**src/utfd_pkg.sv**
```systemverilog
`timescale 1ns / 1ps
// -----------------------------------------------------------------------------
// UTF-8 decoder package
// Shared types and constants for the byte classifier, the byte queue and the
// sequence decoder.
// -----------------------------------------------------------------------------
package utfd_pkg;

   localparam int DEFAULT_QUEUE_DEPTH = 4;

   localparam int BYTE_WIDTH    = 8;
   localparam int CP_WIDTH      = 31;
   localparam int COUNT_WIDTH   = 3;
   localparam int PAYLOAD_WIDTH = 5;
   localparam int CONT_BITS     = 6;

   typedef enum logic [1:0] {
      KIND_ASCII,
      KIND_LEAD,
      KIND_INVALID
   } kind_type;

   typedef struct packed {
      kind_type                   kind;
      logic [COUNT_WIDTH-1:0]     count;
      logic [PAYLOAD_WIDTH-1:0]   payload;
      logic [BYTE_WIDTH-1:0]      data;
   } entry_type;

endpackage

```
**src/utfd_front.sv**
```systemverilog
`timescale 1ns / 1ps
// -----------------------------------------------------------------------------
// UTF-8 byte classifier
// Sorts each incoming byte into ASCII, lead of a longer sequence or invalid
// lead, with the continuation count and lead payload bits, for the queue.
// -----------------------------------------------------------------------------
module utfd_front
   import utfd_pkg::*;
(
   input  logic                  push,
   input  logic                  full,
   input  logic [BYTE_WIDTH-1:0] byte_in,
   output logic                  wr_valid,
   output entry_type             wr_data
);

   always_comb begin
      wr_valid        = push && !full;
      wr_data.data    = byte_in;
      wr_data.kind    = KIND_INVALID;
      wr_data.count   = '0;
      wr_data.payload = '0;
      priority if (byte_in[7] == 1'b0) begin
         wr_data.kind = KIND_ASCII;
      end else if (byte_in[7:5] == 3'b110) begin
         wr_data.kind    = KIND_LEAD;
         wr_data.count   = 3'd1;
         wr_data.payload = byte_in[4:0];
      end else if (byte_in[7:4] == 4'b1110) begin
         wr_data.kind    = KIND_LEAD;
         wr_data.count   = 3'd2;
         wr_data.payload = {1'b0, byte_in[3:0]};
      end else if (byte_in[7:3] == 5'b11110) begin
         wr_data.kind    = KIND_LEAD;
         wr_data.count   = 3'd3;
         wr_data.payload = {2'b0, byte_in[2:0]};
      end else if (byte_in[7:2] == 6'b111110) begin
         wr_data.kind    = KIND_LEAD;
         wr_data.count   = 3'd4;
         wr_data.payload = {3'b0, byte_in[1:0]};
      end else if (byte_in[7:1] == 7'b1111110) begin
         wr_data.kind    = KIND_LEAD;
         wr_data.count   = 3'd5;
         wr_data.payload = {4'b0, byte_in[0]};
      end else begin
         wr_data.kind = KIND_INVALID;
      end
   end

endmodule

```
**src/utfd_queue.sv**
```systemverilog
`timescale 1ns / 1ps
// -----------------------------------------------------------------------------
// UTF-8 byte queue
// Short FIFO of classified bytes between the classifier and the decoder.
// -----------------------------------------------------------------------------
module utfd_queue
   import utfd_pkg::*;
#(
   parameter int DEPTH = DEFAULT_QUEUE_DEPTH
) (
   input  logic      clock,
   input  logic      reset,
   input  logic      wr_valid,
   input  entry_type wr_data,
   output logic      full,
   input  logic      rd_pop,
   output entry_type rd_data,
   output logic      empty
);

   localparam int PTR_WIDTH = (DEPTH > 1) ? $clog2(DEPTH) : 1;
   localparam int CNT_WIDTH = $clog2(DEPTH + 1);
   localparam logic [PTR_WIDTH-1:0] LAST_PTR = PTR_WIDTH'(DEPTH - 1);
   localparam logic [CNT_WIDTH-1:0] FULL_CNT = CNT_WIDTH'(DEPTH);

   entry_type            mem_ff [DEPTH];
   logic [PTR_WIDTH-1:0] wr_ptr_ff, wr_ptr_in;
   logic [PTR_WIDTH-1:0] rd_ptr_ff, rd_ptr_in;
   logic [CNT_WIDTH-1:0] count_ff, count_in;
   logic                 do_wr, do_rd;

   assign full    = (count_ff == FULL_CNT);
   assign empty   = (count_ff == '0);
   assign rd_data = mem_ff[rd_ptr_ff];
   assign do_wr   = wr_valid && !full;
   assign do_rd   = rd_pop && !empty;

   always_comb begin
      wr_ptr_in = wr_ptr_ff;
      rd_ptr_in = rd_ptr_ff;
      count_in  = count_ff;
      if (do_wr) begin
         wr_ptr_in = (wr_ptr_ff == LAST_PTR) ? '0 : wr_ptr_ff + 1'b1;
      end
      if (do_rd) begin
         rd_ptr_in = (rd_ptr_ff == LAST_PTR) ? '0 : rd_ptr_ff + 1'b1;
      end
      if (do_wr && !do_rd) begin
         count_in = count_ff + 1'b1;
      end else if (do_rd && !do_wr) begin
         count_in = count_ff - 1'b1;
      end
   end

   always_ff @(posedge clock) begin
      if (reset) begin
         wr_ptr_ff <= '0;
         rd_ptr_ff <= '0;
         count_ff  <= '0;
      end else begin
         wr_ptr_ff <= wr_ptr_in;
         rd_ptr_ff <= rd_ptr_in;
         count_ff  <= count_in;
      end
   end

   always_ff @(posedge clock) begin
      if (do_wr) begin
         mem_ff[wr_ptr_ff] <= wr_data;
      end
   end

endmodule

```
**src/utfd_back.sv**
```systemverilog
`timescale 1ns / 1ps
// -----------------------------------------------------------------------------
// UTF-8 sequence decoder
// Holds the pending continuation count and the code point accumulator, and
// registers each finished code point or error for the result side.
// -----------------------------------------------------------------------------
module utfd_back
   import utfd_pkg::*;
(
   input  logic                clock,
   input  logic                reset,
   input  entry_type           rd_data,
   input  logic                rd_empty,
   output logic                rd_pop,
   output logic                empty,
   input  logic                pop,
   output logic [CP_WIDTH-1:0] code_point,
   output logic                error
);

   logic [COUNT_WIDTH-1:0] pending_ff, pending_in;
   logic [CP_WIDTH-1:0]    acc_ff, acc_in;
   logic                   out_valid_ff, out_valid_in;
   logic [CP_WIDTH-1:0]    out_cp_ff, out_cp_in;
   logic                   out_err_ff, out_err_in;
   logic                   advance, emit;

   assign advance    = !rd_empty && (!out_valid_ff || pop);
   assign rd_pop     = advance;
   assign empty      = !out_valid_ff;
   assign code_point = out_cp_ff;
   assign error      = out_err_ff;

   always_comb begin
      pending_in = pending_ff;
      acc_in     = acc_ff;
      emit       = 1'b0;
      out_cp_in  = out_cp_ff;
      out_err_in = out_err_ff;
      if (advance) begin
         priority if (pending_ff != '0) begin
            acc_in     = {acc_ff[CP_WIDTH-CONT_BITS-1:0], rd_data.data[CONT_BITS-1:0]};
            pending_in = pending_ff - 1'b1;
            emit       = (pending_ff == 3'd1);
            out_cp_in  = acc_in;
            out_err_in = 1'b0;
         end else begin
            unique case (rd_data.kind)
               KIND_ASCII: begin
                  emit       = 1'b1;
                  out_cp_in  = {{(CP_WIDTH-BYTE_WIDTH){1'b0}}, rd_data.data};
                  out_err_in = 1'b0;
               end
               KIND_LEAD: begin
                  acc_in     = {{(CP_WIDTH-PAYLOAD_WIDTH){1'b0}}, rd_data.payload};
                  pending_in = rd_data.count;
               end
               default: begin
                  emit       = 1'b1;
                  out_cp_in  = '0;
                  out_err_in = 1'b1;
               end
            endcase
         end
      end
      if (emit) begin
         out_valid_in = 1'b1;
      end else if (pop) begin
         out_valid_in = 1'b0;
      end else begin
         out_valid_in = out_valid_ff;
      end
   end

   always_ff @(posedge clock) begin
      if (reset) begin
         pending_ff   <= '0;
         acc_ff       <= '0;
         out_valid_ff <= 1'b0;
      end else begin
         pending_ff   <= pending_in;
         acc_ff       <= acc_in;
         out_valid_ff <= out_valid_in;
      end
   end

   always_ff @(posedge clock) begin
      if (emit) begin
         out_cp_ff  <= out_cp_in;
         out_err_ff <= out_err_in;
      end
   end

endmodule

```
**src/utf8_byte_stream_decoder_core.sv**
```systemverilog
`timescale 1ns / 1ps
// -----------------------------------------------------------------------------
// UTF-8 byte stream decoder core
// Decodes sequences of one to six bytes into 31-bit code points and flags
// invalid lead bytes. After its final byte is accepted, a code point moves
// through the byte queue and the result register. The decoder takes one byte
// per cycle while no unpopped result holds it. Synchronous reset empties the
// byte queue and clears the sequence state and the result valid flag.
// -----------------------------------------------------------------------------
module utf8_byte_stream_decoder_core
   import utfd_pkg::*;
#(
   parameter int QUEUE_DEPTH = DEFAULT_QUEUE_DEPTH
) (
   input  logic                  clock,
   input  logic                  reset,
   input  logic                  push,
   output logic                  full,
   input  logic [BYTE_WIDTH-1:0] req_byte_in,
   output logic                  empty,
   input  logic                  pop,
   output logic [CP_WIDTH-1:0]   rsp_code_point,
   output logic                  rsp_error
);

   logic      wr_valid;
   entry_type wr_data;
   entry_type rd_data;
   logic      rd_pop;
   logic      rd_empty;

   utfd_front u_front (
      .push     (push),
      .full     (full),
      .byte_in  (req_byte_in),
      .wr_valid (wr_valid),
      .wr_data  (wr_data)
   );

   utfd_queue #(
      .DEPTH (QUEUE_DEPTH)
   ) u_queue (
      .clock    (clock),
      .reset    (reset),
      .wr_valid (wr_valid),
      .wr_data  (wr_data),
      .full     (full),
      .rd_pop   (rd_pop),
      .rd_data  (rd_data),
      .empty    (rd_empty)
   );

   utfd_back u_back (
      .clock      (clock),
      .reset      (reset),
      .rd_data    (rd_data),
      .rd_empty   (rd_empty),
      .rd_pop     (rd_pop),
      .empty      (empty),
      .pop        (pop),
      .code_point (rsp_code_point),
      .error      (rsp_error)
   );

endmodule

```
**config.mk**
```make
export PLATFORM = sky130hd
export DESIGN_NAME = utf8_byte_stream_decoder_core
export DESIGN_NICKNAME = d
export VERILOG_FILES = /design/src/utfd_pkg.sv /design/src/utfd_front.sv /design/src/utfd_queue.sv /design/src/utfd_back.sv /design/src/utf8_byte_stream_decoder_core.sv
export SDC_FILE = /design/constraint.sdc
export NUM_CORES = 1
export LEC_CHECK = 0
export BUFFER_PORTS_ARGS = -buffer_cell sky130_fd_sc_hd__buf_4
export CELL_PAD_IN_SITES_DETAIL_PLACEMENT = 0
export CELL_PAD_IN_SITES_GLOBAL_PLACEMENT = 2
export CORE_MARGIN = 5
export CORE_UTILIZATION = 43
export DETAILED_ROUTE_END_ITERATION = 8
export PLACE_DENSITY = 0.84
export SYNTH_ARGS = -nofsm -noshare
export SYNTH_HDL_FRONTEND = slang
export SYNTH_HIERARCHICAL = 1
export SYNTH_SLANG_ARGS = --single-unit
```
**constraint.sdc**
```tcl
create_clock -name clock -period 5.4 [get_ports clock]
set_input_delay 0.27 -clock clock [delete_from_list [all_inputs] [get_ports clock]]
set_output_delay 0.27 -clock clock [all_outputs]
set_load 0.01 [all_outputs]
```
==> qor.yml, run 1 <==
status: "finished, final reports clean"
cts_hold_buf: 0
r2r_end: "u_queue/count_ff[2]$_SDFFE_PP0P_"
worst_pin_slew_ns: 1.23
hold_path.class: "in2reg"
multi_input_area_um2: 1610
fillers: 1124
synth_cell_types: 47
crit_type: "reg2reg"
comb_power_share_pct: 32.0
power.density_nw_per_um2: 591
die_x_um: 125
cp.arrival_ns: 3.26
clk_latency_ns: 0.41
via_per_inst: 5.00
min_period_ns: 2.92
fin_setup_tns_ns: 0
netlist_area_um2: 5700
drive_above_1_share_pct: 27.6
clockBufferDepth: 2
place_congestion: 0.730
cp_max_fo: 7
htree_levels: 4
setup_viol: 0
rsz0062_at_grt: "false"
finalPower_w: 0.00395
drc: 0
yosysWarnings: 6
internal_power_w: 0.00266
vias: 2999
fmax_mhz: 342
ys_seq_area_share_pct: 68.1
hold_start: "req_byte_in[0]"
drt_iter0_markers: 146
seq_area_um2: 3880
cts_resized: 0
setup_ws_ns: 2.48
ys_seq_elements: 142
peakVddDrop_mv: 0.354
postSynthNetCount: 393
grt_pass1_wl_um: 16100
routed_wl_um: 9660
place_ws_ns: 2.47
r2r_start: "u_queue/count_ff[0]$_SDFFE_PP0P_"
crit_path_end_kind: "register"
dp.cells: 568
net-switching-power_w: 0.00129
period_share_pct: 54.1
cts_buffers: 17
rows: 42
die_area_um2: 15700
ys.flop_type: "edfxtp_1"
clkPwrFrac_pct: 27.2
synth_edf_count: 104
portBuffers: 45
boundaryPins: 46
crit_required_ns: 5.74
grt_max_degree: 38
hold_ws_ns: 0.0748
antenna_found_initial: 0
die_h_um: 125
num_antenna_cells: 0
final_nets: 433
cts_root_buffer: "clkbuf_16"
skew_ns: 0.00684
ff2ff_path_depth: 11
grt_overflow: 0
holdPathEnd: "u_queue/mem_ff[2][0]$_DFFE_PP_"
synth_cells: 371
final_cells: 600
post_cts_buffers: 0
grt_pass1_vias: 3018
finalMaxSlewViolations: 0
whs_path_depth: 1
hold_viol: 0
dp_hpwl_um: 6360
syn_to_final_growth_pct: 17.3
path_clk_slew_ns: 0.06
p_leak_nw: 2.37
track_usage_pct: 13.5
seqPwrFrac_pct: 40.8
rrSetupSlack_ns: 2.48
initial_core_util_pct: 43.4
syn_area_per_cell_um2: 15.4
routedWlPerCell_um: 16.1
start_kind: "register"
slew_headroom_pct: 17.4
ant_nets: 0
clock-sinks: 142
max-cap-violations: 0
dr.pass1.iters: 4
core_area_um2: 13100
async_flop_share_pct: 0
p_sw_share_pct: 32.8
tritoncts: "yes"
kinds of logic after synthesis:
group | count (synthesis) | synth area share (%)
AO/OA/AOI/OAI | 52 | 8.03
XOR/XNOR | 2 | 0.307
adder cells (fa/ha/maj) | 10 | 2.33
buffers and inverters | 38 | 4.04
flip-flops | 142 | 68.1
multiplexers | 21 | 7.66
AND/OR/NAND/NOR | 106 | 9.52
cell type report:
type,count,share of cell area (%)
Sequential cell,142,58.1
Multi-Input combinational cell,191,24.0
Clock buffer,19,6.62
Timing Repair Buffer,48,5.39
Tap cell,176,3.29
Clock inverter,13,1.70
Inverter,11,0.898
sequential cells by signal (all words and copies together) (netlist names), named ones only:
signal and cells:
u_queue/mem_ff 72, u_back/code_point 31, u_back/acc_ff 25, u_back/pending_ff 3
u_queue/count_ff 3, u_queue/rd_ptr_ff 2, u_queue/wr_ptr_ff 2, u_back/error 1
u_back/out_valid_ff 1
metrics by stage:
step	utilization [%]	cell area [um^2]
2_1_floorplan	-	5700
3_3_place_gp	46.7	6130
3_5_place_dp	46.7	6130
4_1_cts	50.9	6690
5_1_grt	50.9	6690
6_report	50.9	6690
placed cells by master, fill, tap and decap left out, types with 2 or more instances in the layout:
master,netlist,routed
edfxtp_1,104,104
buf_4,10,48
dfxtp_1,38,38
nor2_1,31,31
and2_1,25,25
a22oi_1,20,20
mux4_2,18,18
clkbuf_16,0,17
nand2_1,17,17
nor2b_1,11,11
inv_1,9,9
ha_1,9,9
a21oi_1,8,8
clkinvlp_4,0,5
a311oi_2,5,5
and3_1,5,5
clkinv_2,0,4
nand3_1,4,4
inv_6,0,3
nor3_1,4,3
o21ai_0,3,3
nand2b_1,2,2
a22o_1,2,2
a211oi_1,2,2
o31ai_2,2,2
xor2_1,2,2
or3_1,2,2
mux2i_1,2,2
power groups by stage:
| stage | Combinational, W | Sequential, W | Clock [W] |
|---|---|---|---|
| floorplan | 0.000835 | 0.00168 | 0 |
| finish | 0.00127 | 0.00161 | 0.00107 |
| global placement | 0.00128 | 0.00163 | 0 |
| detailed placement | 0.00130 | 0.00164 | 0 |
| CTS | 0.00130 | 0.00162 | 0.00110 |
| global route | 0.00140 | 0.00164 | 0.00116 |
metal layers:
metal | global-route usage [%] | vias to the layer above | wire length [um]
li1 | - | 1464 | -
met1 | 17.0 | 1466 | 4270
met2 | 21.4 | 60 | 4830
met3 | 4.86 | 9 | 460
met4 | 5.17 | 0 | 94
met5 | 0 | - | 0
Yosys cell counts, types with 3 or more instances:
master,count,share of area (%)
buf_4,10,1.3
buf_2,6,0.53
o21ai_0,3,0.26
clkbuf_1,7,0.46
nor2_1,31,2.0
nand3_1,4,0.35
inv_1,9,0.59
nor2b_1,11,1.2
edfxtp_1,104,55
buf_6,3,0.59
ha_1,9,2.0
and2_1,25,2.7
a22oi_1,20,2.6
a311oi_2,5,1.3
a21oi_1,8,0.70
mux4_2,18,7.1
nand2_1,17,1.1
and3_1,5,0.55
dfxtp_1,38,13
nor3_1,4,0.35
worst max-delay path, stage by stage (launching register included):
cell and delay (ns):
dfxtp_1 0.44, or3b_1 0.32, clkinv_4 0.10, nor2b_1 0.30
bufinv_8 0.25, nor2_2 0.14, ha_1 0.19, inv_1 0.07
fa_1 0.43, xor2_1 0.17, or3_1 0.30, a21oi_1 0.14
how the worst max path moves through the flow:
| stage | end | slack (ns) | cells after the start | start |
|---|---|---|---|---|
| floorplan | u_back/code_point[0]$_DFFE_PP_ | 1.57 | 4 | register |
| global placement | u_back/acc_ff[12]$_SDFFE_PP0P_ | 2.56 | 5 | register |
| detailed placement | u_queue/count_ff[2]$_SDFFE_PP0P_ | 2.47 | 11 | u_queue/count_ff[0]$_SDFFE_PP0P_ |
| CTS | u_queue/count_ff[2]$_SDFFE_PP0P_ | 2.45 | 11 | u_queue/count_ff[0]$_SDFFE_PP0P_ |
| global route | u_queue/count_ff[2]$_SDFFE_PP0P_ | 2.26 | 11 | u_queue/count_ff[0]$_SDFFE_PP0P_ |
| finish | u_queue/count_ff[2]$_SDFFE_PP0P_ | 2.48 | 11 | u_queue/count_ff[0]$_SDFFE_PP0P_ |
(Power assumes the default switching activity.)
==> run 2: changes to the inputs <==
--- a/config.mk
+++ b/config.mk
@@ -5,13 +5,14 @@
 export SDC_FILE = /design/constraint.sdc
 export NUM_CORES = 1
 export LEC_CHECK = 0
+export ABC_AREA = 1
 export BUFFER_PORTS_ARGS = -buffer_cell sky130_fd_sc_hd__buf_4
 export CELL_PAD_IN_SITES_DETAIL_PLACEMENT = 0
 export CELL_PAD_IN_SITES_GLOBAL_PLACEMENT = 2
 export CORE_MARGIN = 5
-export CORE_UTILIZATION = 43
+export CORE_UTILIZATION = 35
 export DETAILED_ROUTE_END_ITERATION = 8
-export PLACE_DENSITY = 0.84
+export PLACE_DENSITY = 0.8
 export SYNTH_ARGS = -nofsm -noshare
 export SYNTH_HDL_FRONTEND = slang
 export SYNTH_HIERARCHICAL = 1
==> constraint.sdc (replaced) <==
create_clock -name clock -period 2.65 [get_ports clock]
set_input_delay 0.1325 -clock clock [delete_from_list [all_inputs] [get_ports clock]]
set_output_delay 0.1325 -clock clock [all_outputs]
set_load 0.01 [all_outputs]
==> run 2 against run 1 <==
  * Worst setup slack worse by 2.0 ns
  * Core utilization down 8.4 points
  * Sequential share of layout area is 3.0 points lower
  * Non-clock buffer count rose by 19
  * Clock skew rose by 0.0018 ns
  * Design area increased by 5.5%
  * Register-to-register slack worse by 2.0 ns
  * Combinational power increased by 120%
  * Worst hold slack got worse by 0.012 ns
  * Routed wire length grew 27%
  * Via count is 28% higher
  * Final cell count is 41% higher
  * Critical endpoint unchanged
  * Highest routed layer unchanged
==> qor.yml, run 2 <==
cts_hold_buf: 8
via_per_inst: 4.56
routed_wl_um: 12300
fillers: 1638
syn_area_per_cell_um2: 10.7
synthTopCellsByCount: "nor2_1 (106), edfxtp_1 (104), nand2_1 (85)"
fin_setup_tns_ns: 0
synth_fa_ha_area_share_pct: 2.24
final_cells: 845
final_nets: 634
ys.flop_type: "edfxtp_1"
rows: 47
final_common_cell: "nor2_1"
drive_above_1_share_pct: 17.0
largest_reg_flops: 72
clock-sinks: 142
tritoncts: "yes"
synth_cell_types: 31
netlist_area_um2: 5920
grt_pass1_vias: 3705
grt_overflow: 0
peakVddDrop_mv: 0.579
die_area_um2: 19600
ys_seq_elements: 142
max-cap-violations: 0
status: "finished, final reports clean"
post_cts_buffers: 0
cts_root_buffer: "clkbuf_16"
antenna_found_initial: 0
die_x_um: 140
portBuffers: 45
layout_common_cells: "nor2_1 (106), edfxtp_1 (104), nand2_1 (85)"
slew_headroom_pct: 66.7
yosysTopAreaCell: "edfxtp_1"
skew_ns: 0.00868
boundaryPins: 46
finalMaxSlewViolations: 0
path_clk_slew_ns: 0.06
period_share_pct: 81.8
synth_cells: 555
start_kind: "register"
cts_buffers: 17
multi_input_area_um2: 1540
setup_viol: 0
synth-simple-area-share_pct: 15.1
cts_resized: 0
hold_ws_ns: 0.0630
crit_path_end_kind: "register"
num_antenna_cells: 0
power.density_nw_per_um2: 1180
postSynthNetCount: 577
worst_pin_slew_ns: 0.498
p_leak_nw: 2.72
crit_type: "reg2reg"
dp.cells: 805
fmax_mhz: 461
syn_to_final_growth_pct: 19.1
synth_area_leaders: "edfxtp_1 (53%), dfxtp_1 (13%), nor2_1 (6.7%)"
clockBufferDepth: 2
synthXorXnorAreaFrac_pct: 0.148
hold_viol: 0
crit_required_ns: 2.96
min_period_ns: 2.17
initial_core_util_pct: 35.7
dp_hpwl_um: 7850
cp_max_fo: 7
routedWlPerCell_um: 14.5
drt_iter0_markers: 279
cp.arrival_ns: 2.48
rsz0062_at_grt: "false"
synth_most_common_cell: "nor2_1"
drc: 0
grt_max_degree: 37
seq_area_um2: 3880
synth_edf_count: 104
netlist.area_leader.share_pct: 52.7
synth_compound_area_share_pct: 8.53
dr.pass1.iters: 6
htree_levels: 4
die_h_um: 140
place_congestion: 0.751
yosysWarnings: 6
grt_pass1_wl_um: 19700
track_usage_pct: 12.8
synth_top_family_by_area: "simple AND/OR/NAND/NOR gates"
ys_seq_area_share_pct: 65.6
hold_path.class: "in2reg"
largest_register: "u_queue/mem_ff"
synth.mux.area_fraction_pct: 0
vias: 3849
clk_latency_ns: 0.42
core_area_um2: 16600
ant_nets: 0
async_flop_share_pct: 0
run 2: area by class of cell:
class | instances | area share (%)
Tap cell | 220 | 3.90
Clock inverter | 14 | 1.92
Multi-Input combinational cell | 319 | 21.9
Sequential cell | 142 | 55.1
Inverter | 65 | 3.58
Clock buffer | 18 | 6.08
Timing Repair Buffer | 67 | 7.59
run 2: final timing paths:
kind / cells past startpoint / slack, ns / end / from
worst max register to register: 15 / 0.48 / u_queue/count_ff[2]$_SDFFE_PP0P_ / u_queue/count_ff[0]$_SDFFE_PP0P_
worst max-delay path: 15 / 0.48 / u_queue/count_ff[2]$_SDFFE_PP0P_ / u_queue/count_ff[0]$_SDFFE_PP0P_
worst min-delay path: 4 / 0.06 / u_back/out_valid_ff$_SDFFE_PP0P_ / pop
worst min register to register: 2 / 0.46 / u_back/acc_ff[21]$_SDFFE_PP0P_ / u_back/acc_ff[21]$_SDFFE_PP0P_
run 2: kinds of logic after synthesis:
family | Yosys count
AOI/OAI and AO/OA | 91
xor gates and xnor gates | 1
adders and majority gates | 10
buffers and inverters | 94
DFF | 142
and+or+nand+nor | 217
run 2: worst max-delay path, cell delays in order (launching register included):
cell,delay [ns]
dfxtp_1,0.41
nor2_2,0.06
nand2_1,0.13
inv_1,0.07
nor2_1,0.20
nand2_2,0.14
inv_1,0.08
ha_1,0.16
inv_1,0.07
fa_1,0.43
inv_1,0.06
nand2_1,0.06
nand3_1,0.08
nand2_1,0.05
inv_1,0.04
nor2_1,0.03
run 2: metal layers:
| metal | global-route usage [%] | vias up | wire length [um] |
|---|---|---|---|
| li1 | - | 1953 | - |
| met3 | 3.85 | 8 | 539 |
| met1 | 16.1 | 1807 | 5610 |
| met4 | 4.28 | 0 | 130 |
| met5 | 0 | - | 0 |
| met2 | 21.3 | 81 | 5980 |
run 2: through the flow:
stage	setup WS, ns	power (W)	cell area [um^2]	utilization, %
3_3_place_gp	0.545	0.00612	6410	38.6
4_1_cts	0.479	0.00846	7050	42.5
3_5_place_dp	0.498	0.00615	6410	38.6
6_report	0.483	0.00833	7050	42.5
5_1_grt	0.282	0.00890	7050	42.5
2_1_floorplan	0.489	0.00521	5920	-
run 2: where the power goes:
group | internal [W] | switching (W)
clock network | 0.00131 | 0.000962
registers | 0.00303 | 0.000207
logic | 0.000995 | 0.00182
total | 0.00534 | 0.00299
